==> src/sv/cma_pkg.sv <==
// cascaded moving average: shared types and constants
// controller states, command and status structs between controller and datapath
// no dependencies
`default_nettype none

package cma_pkg;

  localparam int SAMPLE_W          = 16;
  localparam int REPORT_W          = 2;
  localparam int WINDOW_POINTS_DEF = 8;
  localparam int LEVELS_DEF        = 4;

  localparam logic MODE_UPDATE = 1'b0;
  localparam logic MODE_SEED   = 1'b1;

  typedef enum logic [3:0] {
    ST_IDLE,
    ST_START,
    ST_SEED,
    ST_READ,
    ST_WRITE,
    ST_DIV,
    ST_DIV_WAIT,
    ST_FIN,
    ST_FIN_WAIT
  } state_t;

  typedef struct packed {
    logic in_ready;
    logic seed_wr;
    logic push_rd;
    logic push_wr;
    logic div_start;
    logic div_report;
    logic take_quot;
    logic lv_dec;
    logic out_load;
  } cmd_t;

  typedef struct packed {
    logic in_valid;
    logic seed_mode;
    logic lv_zero;
    logic wrap;
    logic div_done;
    logic out_free;
  } sts_t;

endpackage

`default_nettype wire

==> src/sv/cma_if.sv <==
// cascaded moving average: input and result channel interfaces
// valid/ready handshake with payload; uses cma_pkg for widths
`default_nettype none

interface cma_in_if import cma_pkg::*; ();
  logic                       valid;
  logic                       ready;
  logic                       mode;
  logic signed [SAMPLE_W-1:0] sample;

  modport source (output valid, output mode, output sample, input ready);
  modport sink (input valid, input mode, input sample, output ready);
endinterface

interface cma_out_if import cma_pkg::*; ();
  logic                       valid;
  logic                       ready;
  logic signed [SAMPLE_W-1:0] average;
  logic                       level_advanced;

  modport source (output valid, output average, output level_advanced, input ready);
  modport sink (input valid, input average, input level_advanced, output ready);
endinterface

`default_nettype wire

==> src/sv/cma_div.sv <==
// cascaded moving average: signed-by-unsigned restoring divider, one bit per cycle
// truncates toward zero, zero divisor gives zero; uses cma_pkg
`default_nettype none

module cma_div import cma_pkg::*; #(
  parameter int TOTAL_W = 20,
  parameter int FILL_W  = 4
) (
  input  wire logic                       clk,
  input  wire logic                       rst,
  input  wire logic                       start,
  input  wire logic signed [TOTAL_W-1:0]  dividend,
  input  wire logic        [FILL_W-1:0]   divisor,
  output      logic                       done,
  output      logic signed [SAMPLE_W-1:0] quot
);

  localparam int CNT_W = $clog2(TOTAL_W + 1);

  logic               busy;
  logic [CNT_W-1:0]   cnt;
  logic [FILL_W:0]    rem;
  logic [TOTAL_W-1:0] quo;
  logic [FILL_W-1:0]  dvs;
  logic               neg;
  logic [FILL_W:0]    rem_sh;
  logic               fits;
  logic [SAMPLE_W-1:0] mag;

  assign rem_sh = {rem[FILL_W-1:0], quo[TOTAL_W-1]};
  assign fits   = rem_sh >= {1'b0, dvs};

  always_ff @(posedge clk) begin
    if (rst) begin
      busy <= 1'b0;
      done <= 1'b0;
      cnt  <= '0;
    end else if (start) begin
      busy <= 1'b1;
      done <= 1'b0;
      cnt  <= CNT_W'(TOTAL_W);
    end else if (busy) begin
      cnt <= cnt - 1'b1;
      if (cnt == CNT_W'(1)) begin
        busy <= 1'b0;
        done <= 1'b1;
      end
    end
  end

  always_ff @(posedge clk) begin
    if (start) begin
      neg <= dividend[TOTAL_W-1];
      quo <= dividend[TOTAL_W-1] ? TOTAL_W'(-dividend) : TOTAL_W'(dividend);
      rem <= '0;
      dvs <= divisor;
    end else if (busy) begin
      rem <= fits ? (rem_sh - {1'b0, dvs}) : rem_sh;
      quo <= {quo[TOTAL_W-2:0], fits};
    end
  end

  assign mag  = quo[SAMPLE_W-1:0];
  assign quot = (dvs == '0) ? '0 : (neg ? -$signed(mag) : $signed(mag));

endmodule

`default_nettype wire

==> src/sv/cma_ctrl.sv <==
// cascaded moving average: sequencing state machine
// steps seed writes, window pushes and divisions; uses cma_pkg
`default_nettype none

module cma_ctrl import cma_pkg::*; (
  input  wire logic clk,
  input  wire logic rst,
  input  wire sts_t sts,
  output      cmd_t cmd
);

  state_t state, state_next;

  always_ff @(posedge clk) begin
    if (rst) begin
      state <= ST_IDLE;
    end else begin
      state <= state_next;
    end
  end

  always_comb begin
    state_next = state;
    cmd        = '0;
    case (state)
      ST_IDLE: begin
        cmd.in_ready = 1'b1;
        if (sts.in_valid) state_next = ST_START;
      end
      ST_START: begin
        state_next = (sts.seed_mode == MODE_SEED) ? ST_SEED : ST_READ;
      end
      ST_SEED: begin
        cmd.seed_wr = 1'b1;
        if (sts.lv_zero) begin
          state_next = ST_FIN;
        end else begin
          cmd.lv_dec = 1'b1;
        end
      end
      ST_READ: begin
        cmd.push_rd = 1'b1;
        state_next  = ST_WRITE;
      end
      ST_WRITE: begin
        cmd.push_wr = 1'b1;
        // carry into the slower level only when slot zero was just written
        if (!sts.lv_zero && sts.wrap) state_next = ST_DIV;
        else state_next = ST_FIN;
      end
      ST_DIV: begin
        cmd.div_start = 1'b1;
        state_next    = ST_DIV_WAIT;
      end
      ST_DIV_WAIT: begin
        if (sts.div_done) begin
          cmd.take_quot = 1'b1;
          cmd.lv_dec    = 1'b1;
          state_next    = ST_READ;
        end
      end
      ST_FIN: begin
        cmd.div_start  = 1'b1;
        cmd.div_report = 1'b1;
        state_next     = ST_FIN_WAIT;
      end
      ST_FIN_WAIT: begin
        cmd.div_report = 1'b1;
        if (sts.div_done && sts.out_free) begin
          cmd.out_load = 1'b1;
          state_next   = ST_IDLE;
        end
      end
      default: state_next = ST_IDLE;
    endcase
  end

endmodule

`default_nettype wire

==> src/sv/cma_dp.sv <==
// cascaded moving average: datapath with window memory, level totals and divider
// driven by cma_ctrl commands; uses cma_pkg, cma_if and cma_div
`default_nettype none

module cma_dp import cma_pkg::*; #(
  parameter int WINDOW_POINTS = WINDOW_POINTS_DEF,
  parameter int LEVELS        = LEVELS_DEF
) (
  input  wire logic                clk,
  input  wire logic                rst,
  cma_in_if.sink                   item,
  cma_out_if.source                result,
  input  wire logic                cfg_we,
  input  wire logic [REPORT_W-1:0] cfg_data,
  input  wire cmd_t                cmd,
  output      sts_t                sts
);

  localparam int FILL_W  = $clog2(WINDOW_POINTS + 1);
  localparam int POS_W   = $clog2(WINDOW_POINTS);
  localparam int LV_W    = (LEVELS > 1) ? $clog2(LEVELS) : 1;
  localparam int TOTAL_W = SAMPLE_W + FILL_W;
  localparam int DEPTH   = LEVELS * WINDOW_POINTS;
  localparam int ADDR_W  = $clog2(DEPTH);

  logic signed [SAMPLE_W-1:0] mem [DEPTH];
  logic signed [SAMPLE_W-1:0] rd_data;

  logic signed [TOTAL_W-1:0] totals [LEVELS];
  logic        [FILL_W-1:0]  fill   [LEVELS];
  logic        [POS_W-1:0]   wpos   [LEVELS];
  logic        [LEVELS-1:0]  took;

  logic                       mode;
  logic signed [SAMPLE_W-1:0] push_data;
  logic        [LV_W-1:0]     lv;
  logic        [REPORT_W-1:0] report_level;
  logic                       out_valid;
  logic signed [SAMPLE_W-1:0] out_avg;
  logic                       out_adv;

  logic                       accept;
  logic        [LV_W-1:0]     rl;
  logic        [LV_W-1:0]     div_lv;
  logic        [POS_W-1:0]    addr_pos;
  logic        [ADDR_W-1:0]   addr;
  logic        [FILL_W-1:0]   pos_inc;
  logic                       full;
  logic signed [TOTAL_W-1:0]  total_next;
  logic                       div_done;
  logic signed [SAMPLE_W-1:0] div_q;

  assign accept     = item.valid && item.ready;
  assign item.ready = cmd.in_ready && !rst;

  assign rl = (int'(report_level) > LEVELS - 1) ? LV_W'(LEVELS - 1) : LV_W'(report_level);
  assign div_lv = cmd.div_report ? rl : lv;

  assign addr_pos = cmd.seed_wr ? '0 : wpos[lv];
  assign addr     = ADDR_W'(int'(lv) * WINDOW_POINTS + int'(addr_pos));

  assign pos_inc = FILL_W'(wpos[lv]) + FILL_W'(1);
  assign full    = fill[lv] >= FILL_W'(WINDOW_POINTS);
  // drop the overwritten sample once the window is full
  assign total_next = totals[lv]
                    - (full ? TOTAL_W'(rd_data) : TOTAL_W'(0))
                    + TOTAL_W'(push_data);

  always_ff @(posedge clk) begin
    if (cmd.seed_wr || cmd.push_wr) mem[addr] <= push_data;
    if (cmd.push_rd) rd_data <= mem[addr];
  end

  always_ff @(posedge clk) begin
    if (rst) begin
      for (int i = 0; i < LEVELS; i++) begin
        totals[i] <= '0;
        fill[i]   <= '0;
        wpos[i]   <= '0;
      end
      took <= '0;
      lv   <= '0;
    end else begin
      if (accept) begin
        took <= '0;
        lv   <= LV_W'(LEVELS - 1);
      end else if (cmd.lv_dec) begin
        lv <= lv - 1'b1;
      end
      if (cmd.seed_wr) begin
        totals[lv] <= TOTAL_W'(push_data);
        fill[lv]   <= FILL_W'(1);
        wpos[lv]   <= POS_W'(1);
        took[lv]   <= 1'b1;
      end else if (cmd.push_wr) begin
        totals[lv] <= total_next;
        if (pos_inc > fill[lv]) fill[lv] <= pos_inc;
        wpos[lv] <= (pos_inc == FILL_W'(WINDOW_POINTS)) ? '0 : POS_W'(pos_inc);
        took[lv] <= 1'b1;
      end
    end
  end

  always_ff @(posedge clk) begin
    if (accept) begin
      mode      <= item.mode;
      push_data <= item.sample;
    end else if (cmd.take_quot) begin
      push_data <= div_q;
    end
  end

  always_ff @(posedge clk) begin
    if (rst) begin
      report_level <= '0;
    end else if (cfg_we) begin
      report_level <= cfg_data;
    end
  end

  cma_div #(
    .TOTAL_W (TOTAL_W),
    .FILL_W  (FILL_W)
  ) u_div (
    .clk      (clk),
    .rst      (rst),
    .start    (cmd.div_start),
    .dividend (totals[div_lv]),
    .divisor  (fill[div_lv]),
    .done     (div_done),
    .quot     (div_q)
  );

  always_ff @(posedge clk) begin
    if (rst) begin
      out_valid <= 1'b0;
    end else if (cmd.out_load) begin
      out_valid <= 1'b1;
    end else if (result.ready) begin
      out_valid <= 1'b0;
    end
  end

  always_ff @(posedge clk) begin
    if (cmd.out_load) begin
      out_avg <= div_q;
      out_adv <= took[rl];
    end
  end

  assign result.valid          = out_valid;
  assign result.average        = out_avg;
  assign result.level_advanced = out_adv;

  always_comb begin
    sts.in_valid  = item.valid;
    sts.seed_mode = mode;
    sts.lv_zero   = (lv == '0);
    sts.wrap      = (wpos[lv] == '0);
    sts.div_done  = div_done;
    sts.out_free  = !out_valid || result.ready;
  end

endmodule

`default_nettype wire

==> src/sv/cascaded_moving_average_core.sv <==
// Cascaded moving average: LEVELS boxcar averagers of WINDOW_POINTS samples each.
// An update transaction pushes the sample into the fastest level; each time a level
// writes its slot zero, its truncated average is pushed into the next slower level.
// A seed transaction clears every level and loads the sample into each. The result
// gives the average of the level selected by report_level (0 is the slowest level;
// larger values saturate to the fastest) and whether that level took a sample.
// One transaction is worked on at a time; the one-bit-per-cycle divider sets the pace.
// The dividend is 16 + clog2(WINDOW_POINTS + 1) bits wide. An update runs one division
// for every level the carry ripples into and one for the result; a seed writes every
// level, then runs one division for the result. The next transaction is taken while
// a result waits.
// Depends on cma_pkg, cma_if, cma_ctrl, cma_dp and cma_div.
`default_nettype none

module cascaded_moving_average_core import cma_pkg::*; #(
  parameter int WINDOW_POINTS = WINDOW_POINTS_DEF,
  parameter int LEVELS        = LEVELS_DEF
) (
  input  wire logic                clk,
  input  wire logic                rst,
  cma_in_if.sink                   item,
  cma_out_if.source                result,
  input  wire logic                cfg_we,
  input  wire logic [REPORT_W-1:0] cfg_data
);

  cmd_t cmd;
  sts_t sts;

  cma_ctrl u_ctrl (
    .clk (clk),
    .rst (rst),
    .sts (sts),
    .cmd (cmd)
  );

  cma_dp #(
    .WINDOW_POINTS (WINDOW_POINTS),
    .LEVELS        (LEVELS)
  ) u_dp (
    .clk      (clk),
    .rst      (rst),
    .item     (item),
    .result   (result),
    .cfg_we   (cfg_we),
    .cfg_data (cfg_data),
    .cmd      (cmd),
    .sts      (sts)
  );

endmodule

`default_nettype wire
==> src/flat_wrapper.sv <==
// flat-port wrapper written by rule: the top's interface ports become plain ports
module cascaded_moving_average_core_flat import cma_pkg::*;
#(
  parameter int WINDOW_POINTS = WINDOW_POINTS_DEF,
  parameter int LEVELS        = LEVELS_DEF
)
  (clk, rst, cfg_we, cfg_data, item_valid, item_mode, item_sample, item_ready, result_valid, result_average, result_level_advanced, result_ready);
  cma_in_if item_i ();
  cma_out_if result_i ();
  input  wire logic clk;
  input  wire logic rst;
  input  wire logic cfg_we;
  input  wire logic [REPORT_W-1:0] cfg_data;
  input wire logic [$bits(item_i.valid)-1:0] item_valid;
  input wire logic [$bits(item_i.mode)-1:0] item_mode;
  input wire logic [$bits(item_i.sample)-1:0] item_sample;
  output wire logic [$bits(item_i.ready)-1:0] item_ready;
  output wire logic [$bits(result_i.valid)-1:0] result_valid;
  output wire logic [$bits(result_i.average)-1:0] result_average;
  output wire logic [$bits(result_i.level_advanced)-1:0] result_level_advanced;
  input wire logic [$bits(result_i.ready)-1:0] result_ready;
  assign item_i.valid = item_valid;
  assign item_i.mode = item_mode;
  assign item_i.sample = item_sample;
  assign item_ready = item_i.ready;
  assign result_valid = result_i.valid;
  assign result_average = result_i.average;
  assign result_level_advanced = result_i.level_advanced;
  assign result_i.ready = result_ready;
  cascaded_moving_average_core #(.WINDOW_POINTS(WINDOW_POINTS), .LEVELS(LEVELS)) u_core (.clk(clk), .rst(rst), .item(item_i), .result(result_i), .cfg_we(cfg_we), .cfg_data(cfg_data));
endmodule
==> config.mk <==
export PLATFORM = sky130hd
export DESIGN_NAME = cascaded_moving_average_core_flat
export DESIGN_NICKNAME = d
export VERILOG_FILES = /design/src/sv/cma_pkg.sv /design/src/sv/cma_if.sv /design/src/sv/cma_div.sv /design/src/sv/cma_ctrl.sv /design/src/sv/cma_dp.sv /design/src/sv/cascaded_moving_average_core.sv /design/src/flat_wrapper.sv
export SDC_FILE = /design/constraint.sdc
export NUM_CORES = 1
export LEC_CHECK = 0
export BUFFER_PORTS_ARGS = -buffer_cell sky130_fd_sc_hd__buf_4
export CAP_MARGIN = 20
export CORE_ASPECT_RATIO = 0.6
export CORE_MARGIN = 4
export CORE_UTILIZATION = 53
export DETAILED_ROUTE_END_ITERATION = 6
export PLACE_DENSITY_LB_ADDON = 0.15
export SYNTH_ARGS = -nofsm -noshare
export SYNTH_HDL_FRONTEND = slang
export SYNTH_SLANG_ARGS = --single-unit
==> constraint.sdc <==
create_clock -name clk -period 10.4 [get_ports clk]
set_input_delay 0.52 -clock clk [delete_from_list [all_inputs] [get_ports clk]]
set_output_delay 0.52 -clock clk [all_outputs]
set_load 0.02 [all_outputs]
==> summary.md, run 1 <==
| Metric | Value |
|---|---|
| Final Util | 59.6% |
| Starting Density | 53.7% |
| Port bufs | 42 |
| Worst ir drop on vdd | approximately 0.15 mV |
| Nets | 2500 |
| Worst-path clk slew | roughly 60 ps |
| CP peak stage delay | 780 ps |
| Worst Tran Pin Value | roughly 1100 ps |
| Sequential Power Share | 35.9% |
| Max_cap viols | 0 |
| Critical path cell sequence | buf_4 > mux2i_1 > mux2_2 > buf_4 > inv_1 > nor2_4 > buf_4 > nand2_1 > o21ai_0 > a221oi_1 > nor3_1 > a31oi_1 > o21ai_0 |
| Max Fclk | roughly 0.19 GHz |
| Worst path slowest cell | nor3_1 |
| Req. time, crit path | 10830 ps |
| FF+latch count, synth | 721 |
| Drt first pass iters | 6 |
| Seq/Total Area, Yosys | 67.0% |
| Synth Instances | roughly 2400 |
| Async SR Flop Fraction | 0% |
| Final setup TNS | 0 ps |
| Number of global-route vias before repair | 19898 |
| Initial DRC count | 3282 |
| Post-Syn Area | 31900 um^2 |
| Crit path kind | flip-flop to flip-flop |
| Final min period | 5310 ps |
| RSZ-0062 raised after global routing | no |
| Hold crit path type | primary input to flip-flop |
| Setup Skew | between 30 and 40 ps |
| TritonCTS Buffers | 67 |
| Mean Syn Cell Area | 13.4 um^2 |
| Final Hold Viols | 0 |
| Most common cell after layout, fill and taps aside | edfxtp_1 |
| Root Driver | clkbuf_16 |
| Routed WL | 92.6 mm |
| Die Height | 198 um |
| Switching share of power | approximately two fifths |
| Critical Path Fanout Max | between 50 and 60 |
| Ys Warns | 0 |
| Final number of setup-violating endpoints | 0 |
| Largest net degree at the start of global routing | 75 |
| P_leak | ~12 nW |
| Die area | 64300 um^2 |
| P&R area growth vs syn | 11.0% |
| Rel. slew slack | between 20% and 30% |
| # DRC | 0 |
| Max Root-Sink Buffers | 3 |
| CTS tree | built |
| Period utilisation layout | 51.0% |
| Post-CTS Setup Bufs | 0 |
| Layout cells sized above 1 | approximately 12% |
| Status | completed |
| Endpoint class of the critical path | flip-flop |
| Skew-Pair Late Insertion Delay | 620 ps |
| GRT overflow | 0 |
| CTS sink count | 721 |
| WHS | between 100 and 150 ps |
| CP startpoint kind | flip-flop |
| Combinational Power Share | about two fifths |
| Most frequent cells in the layout | 695 x edfxtp_1, 208 x nand2_1, 190 x nor2_1 |
| Net Sw Power | 3.85 mW |
| Antenna cells | 0 |
| Post-synth cell types | 82 |
| # resized after CTS | 0 |
| Vias | 21235 |
| Clock power share | 25.1% |
| First-pass GRT wire length | 135 mm |
| Post-synth EDFFs | 695 |
| Gpl congestion | around 0.9 |
| Arr. time, crit path | about 5700 ps |
| Initial antenna violation count | 4 |
| Vias/cell | 6.54 |
| CP dominant cell by count | buf_4 |
| Die Wd | 325 um |
| Average wire per cell in the routed design | 28.5 um |
| H-tree lvl count | 3 |
| Final HPWL DP | 57.7 mm |
| Row cnt | slightly below 70 |
| Final ANT Viol Nets | 0 |
| Internal power | 6.15 mW |
| Syn_nets | 2458 |
| All-Layer GR Usage | 28.6% |
| Pwr dens | 282 nW/um^2 |
| Core area | 59400 um^2 |
| Max Slew Vio Count | 0 |
| Hold-fix buffers at CTS | 0 |
| Top Ports | 43 |
| Ys flop type | edfxtp_1 |
## layer usage
metal / track usage [%] / part of all wire (%) / wire, um / up-vias
met2: 37.6 / 39 / 36400 / 1352
li1: - / - / - / 9166
met4: 5.59 / 1.6 / 1450 / 0
met5: 0 / 0 / 0 / -
met1: 46.0 / 44 / 40900 / 10597
met3: 9.67 / 15 / 14000 / 120
## synth_stat cells, types with 18 or more instances
cell type,n,area [um^2]
clkbuf_1,104,390
ha_1,39,488
o21ai_0,172,861
xor2_1,24,210
a22oi_1,83,623
nor2_1,193,724
a21oi_1,80,400
mux2i_1,69,691
and2_1,21,131
mux4_2,27,608
edfxtp_1,695,20900
and3_1,21,131
buf_1,27,101
nor3_1,25,125
a31oi_1,34,213
a221oi_1,106,928
xnor2_1,22,193
nand3_1,33,165
nand2_1,209,785
dfxtp_1,26,521
fa_1,20,400
a211oi_1,18,135
inv_1,104,390
## per-stage QoR
stage               power [mW]  std cells  area, um^2  setup WS (ps)
CTS                       9.92       3246       35400           5240
global route              10.4       3246       35400           4760
global placement          7.35       3129       33200           5420
finish                    10.0       3246       35400           5090
floorplan                 6.15       2375       31900           5930
detailed placement        7.41       3129       33200           5320
## sequential cells by signal (all words and copies together), names as in the netlist, 2 cells and up, named ones only
register,flops
u_core.u_ctrl.state,4
u_core.u_dp.wpos,12
u_core.u_dp.u_div.rem,4
u_core.u_dp.mem,512
u_core.u_dp.lv,2
u_core.u_dp.took,4
u_core.u_dp.fill,16
u_core.u_dp.u_div.dvs,4
u_core.u_dp.totals,80
u_core.u_dp.rd_data,16
u_core.u_dp.push_data,16
u_core.u_dp.report_level,2
u_core.u_dp.result.average,16
u_core.u_dp.u_div.cnt,5
u_core.u_dp.u_div.quo,20
## kinds of logic after synthesis
| family | Yosys count | synth area share (%) |
|---|---|---|
| xor+xnor | 46 | 1.26 |
| fa+ha+maj | 59 | 2.78 |
| buf+inv | 257 | 3.29 |
| flops | 721 | 67.0 |
| compound gates | 606 | 13.0 |
| mux | 100 | 4.21 |
| simple gates | 586 | 8.42 |
## power by group through the flow
| stage | clock network (mW) | registers [mW] | logic [mW] |
|---|---|---|---|
| after global routing | 2.66 | 3.60 | 4.18 |
| after global placement | 0 | 3.64 | 3.71 |
| after detailed placement | 0 | 3.65 | 3.76 |
| after floorplan | 0 | 3.65 | 2.50 |
| final | 2.52 | 3.59 | 3.89 |
| after CTS | 2.54 | 3.59 | 3.79 |
## layout make-up
cell class / count / area [um^2]
Timing Repair Buffer: 124 / 931
Multi-Input combinational cell: 1397 / 9540
Sequential cell: 721 / 21400
Clock buffer: 83 / 1820
Tap cell: 781 / 977
Fill cell: 4608 / 24000
Clock inverter: 34 / 372
Inverter: 106 / 398
## path summary, 6_finish.rpt
| path | from | cells past startpoint | slack [ps] | endpoint |
|---|---|---|---|---|
| max | flip-flop | 13 | 5090 | u_core.u_dp.rd_data[13] |
| min | item_mode | 1 | 100 | u_core.u_dp.mode |
| max reg2reg | flip-flop | 13 | 5090 | u_core.u_dp.rd_data[13] |
| min reg2reg | u_core.u_dp.u_div.rem[3] | 2 | 480 | u_core.u_dp.u_div.rem[3] |
## worst max-delay path, delay by kind of cell, from the launching register on
kind                   cells  cell delay (ps)
buffers and inverters      4             2110
AO/OA/AOI/OAI              4              610
AND/OR/NAND/NOR            3             1570
flip-flops                 1              320
multiplexers               2              430
(Power assumes the default switching activity.)
==> run 2: changes to the inputs <==
==> constraint.sdc (replaced) <==
create_clock -name clk -period 4.55 [get_ports clk]
set_input_delay 0.2275 -clock clk [delete_from_list [all_inputs] [get_ports clk]]
set_output_delay 0.2275 -clock clk [all_outputs]
set_load 0.02 [all_outputs]
==> run 2 against run 1 <==
Compared with the run above: highest routed layer is now met5; setup slack got worse by 4900 ps; first-iteration DRC count grew 3.9%; die area did not move; global-route usage up 0.96 points; non-clock buffer count up 81; critical path type unchanged; routed wire length up 2.6%; combinational power increased by 140%; largest power group unchanged; total power increased by 130%.
==> summary.md, run 2 (synthesized netlist as in run 1, its figures left out) <==
| Metric | Value |
|---|---|
| TritonCTS Buffers | 67 (unchanged) |
| Pwr dens | 647 nW/um^2 (+130%) |
| Endpoint class of the critical path | flip-flop |
| CP Buf/Inv Count | 1 (-3) |
| Post-CTS Setup Bufs | 0 (unchanged) |
| Root Driver | clkbuf_16 |
| Setup Skew | 19.0 ps (-13.5 ps) |
| P_leak | 12.5 nW (+3.3%) |
| CP top delay family | compound AO/OA/AOI/OAI gates |
| CTS tree | built |
| Skew-Pair Late Insertion Delay | 630 ps (about the same) |
| Period utilisation layout | 96.0% (+45 points) |
| Max Fclk | 0.229 GHz (+21%) |
| Worst-case reg-to-reg path depth | 14 (+1) |
| # DRC | 0 (unchanged) |
| Port bufs | 42 (unchanged) |
| Max reg flops | 512 (unchanged) |
| Die Height | 198 um (unchanged) |
| Grt met1 use | 44.8% (-1.2 points) |
| Biggest register | u_core.u_dp.mem |
| Core area | 59400 um^2 (unchanged) |
| Final worst slack | 181 ps (-4910 ps) |
| Placed Instance Area | 33800 um^2 (+1.7%) |
| All-Layer GR Usage | 29.6% (+0.96 points) |
| Worst R2R Start | u_core.u_dp.fill[3][3] |
| Most frequent cells in the layout | 695 x edfxtp_1, 208 x nand2_1, 189 x nor2_1 |
| GRT overflow | 0 (unchanged) |
| Nets | 2581 (+3.2%) |
| H-tree lvl count | 3 (unchanged) |
| Arr. time, crit path | 4720 ps (-1020 ps) |
| Layout Cells excl Fill | 3328 (+2.5%) |
| First-pass GRT wire length | 139 mm (+2.7%) |
| Routed WL | 95.0 mm (+2.6%) |
| Max_cap viols | 0 (unchanged) |
| Final HPWL DP | 62.6 mm (+8.5%) |
| Largest net degree at the start of global routing | 81 (+8.0%) |
| WHS | 34.2 ps (-66.9 ps) |
| Final setup TNS | 0 ps (unchanged) |
| Hold endpoint | u_core.u_dp.report_level[1] |
| Most common cell after layout, fill and taps aside | edfxtp_1 |
| Average wire per cell in the routed design | 28.6 um (about the same) |
| Hold crit path type | primary input to flip-flop |
| Final Instance Area | 36300 um^2 (+2.3%) |
| Top Ports | 43 (unchanged) |
| Final ANT Viol Nets | 0 (unchanged) |
| Status | completed |
| Met2 GRT Util | 38.5% (+0.91 points) |
| Placed cell count | 3187 (+1.9%) |
| Gpl congestion | 0.913 (+3.0%) |
| Worst ir drop on vdd | 0.303 mV (+96%) |
| Hold_sp | rst |
| Vias/cell | 6.50 (-0.62%) |
| Worst-path clk slew | 70 ps (about the same) |
| Number of global-route vias before repair | 20597 (+3.5%) |
| FF-to-FF End | u_core.u_dp.totals[1][10] |
| Worst path slowest cell | mux4_2 |
| Hold Crit Depth | 2 (+1) |
| Initial DRC count | 3410 (+3.9%) |
| Die Wd | 325 um (unchanged) |
| Final Hold Viols | 0 (unchanged) |
| Starting Density | 53.7% (unchanged) |
| CP startpoint kind | flip-flop |
| Row cnt | 69 (unchanged) |
| Initial antenna violation count | 5 (+1) |
| Drt first pass iters | 6 (unchanged) |
| Final min period | 4370 ps (-938 ps) |
| Req. time, crit path | 4900 ps (-5930 ps) |
| Layout cells sized above 1 | 14.4% (+2.3 points) |
| P&R area growth vs syn | 13.6% |
| Met3 Use GR | 14.9% (+5.2 points) |
| Max Slew Vio Count | 0 (unchanged) |
| CP peak stage delay | 590 ps (-190 ps) |
| Critical path cell sequence | mux4_2 > and2_1 > fa_1 > inv_1 > ha_1 > nor2b_1 > o21ai_0 > a21boi_1 > o21a_1 > o21a_1 > o21ai_0 > xnor2_1 > a22oi_1 > nor2_1 |
| Max Root-Sink Buffers | 3 (unchanged) |
| Vias | 21636 (+1.9%) |
| Crit path kind | flip-flop to flip-flop |
| GRT busiest layer | met1 |
| Rel. slew slack | 36.6% (+11 points) |
| R2R Setup Slk | 180 ps (-4910 ps) |
| Die area | 64300 um^2 (unchanged) |
| Final number of setup-violating endpoints | 0 (unchanged) |
| Largest registers | u_core.u_dp.mem x512, u_core.u_dp.totals x80, u_core.u_dp.u_div.quo x20 |
| Dpl ws | 157 ps (-5160 ps) |
| CTS sink count | 721 (unchanged) |
| Critical Path Fanout Max | 5 (-91%) |
| Worst Tran Pin Value | 951 ps (-161 ps) |
## run 2: worst max path at each step
stage,start,end,slack [ps],depth (start not counted)
6_report,u_core.u_dp.fill[3][3],u_core.u_dp.totals[1][10],180,14
5_1_grt,u_core.u_dp.fill[3][3],u_core.u_dp.totals[3][16],-0.8,14
4_1_cts,u_core.u_dp.fill[0][3],u_core.u_dp.totals[0][18],140,13
3_5_place_dp,flip-flop,u_core.u_dp.totals[0][15],160,14
3_3_place_gp,u_core.u_dp.fill[0][3],u_core.u_dp.totals[3][15],230,14
2_1_floorplan,flip-flop,u_core.u_dp.totals[0][19],80,18
## run 2: final cells by class
| cell class | count | area [um^2] |
|---|---|---|
| fillers | 4543 | 23100 |
| flip-flops and latches | 721 | 21400 |
| multi-input cells | 1397 | 9570 |
| clock buffers | 79 | 1770 |
| repair buffers | 205 | 1740 |
| well taps | 781 | 977 |
| clock inverters | 38 | 403 |
| inverters | 106 | 398 |
| diodes | 1 | 2.50 |
## run 2: repair_timing
action | 4_1_cts | 5_1_grt
endpoints found under the setup margin | 0 | 24
hold buffers | 23 | 0
endpoints found under the hold margin | 21 | 0
resized for setup | 0 | 11
## run 2: through the flow
step           util (%)  power (mW)
6_report           61.0        23.5
5_1_grt            61.0        24.5
4_1_cts            61.0        23.2
3_5_place_dp       56.9        17.5
3_3_place_gp       56.9        17.4
2_1_floorplan         -        14.1
## run 2: worst register-to-register path, stage by stage, from the launching register on
cell and delay [ps]:
edfxtp_1 400, mux4_2 590, and2_1 220, fa_1 530
inv_1 40, ha_1 340, nor2b_1 160, o21ai_0 200
a21boi_1 130, o21a_1 260, o21a_1 240, o21ai_0 350
xnor2_1 110, a22oi_1 410, nor2_1 120
## run 2: per-layer routing
layer / vias to the layer above / part of all wire [%]
li1: 9324 / -
met1: 10844 / 43
met2: 1350 / 39
met3: 116 / 17
met4: 2 / 1.4
met5: - / 0.014
## run 2: report_power, final
part	switching [mW]	total, mW	internal (mW)
Sequential	0.285	8.26	7.97
Combinational	6.36	9.53	3.17
Clock	2.48	5.68	3.20
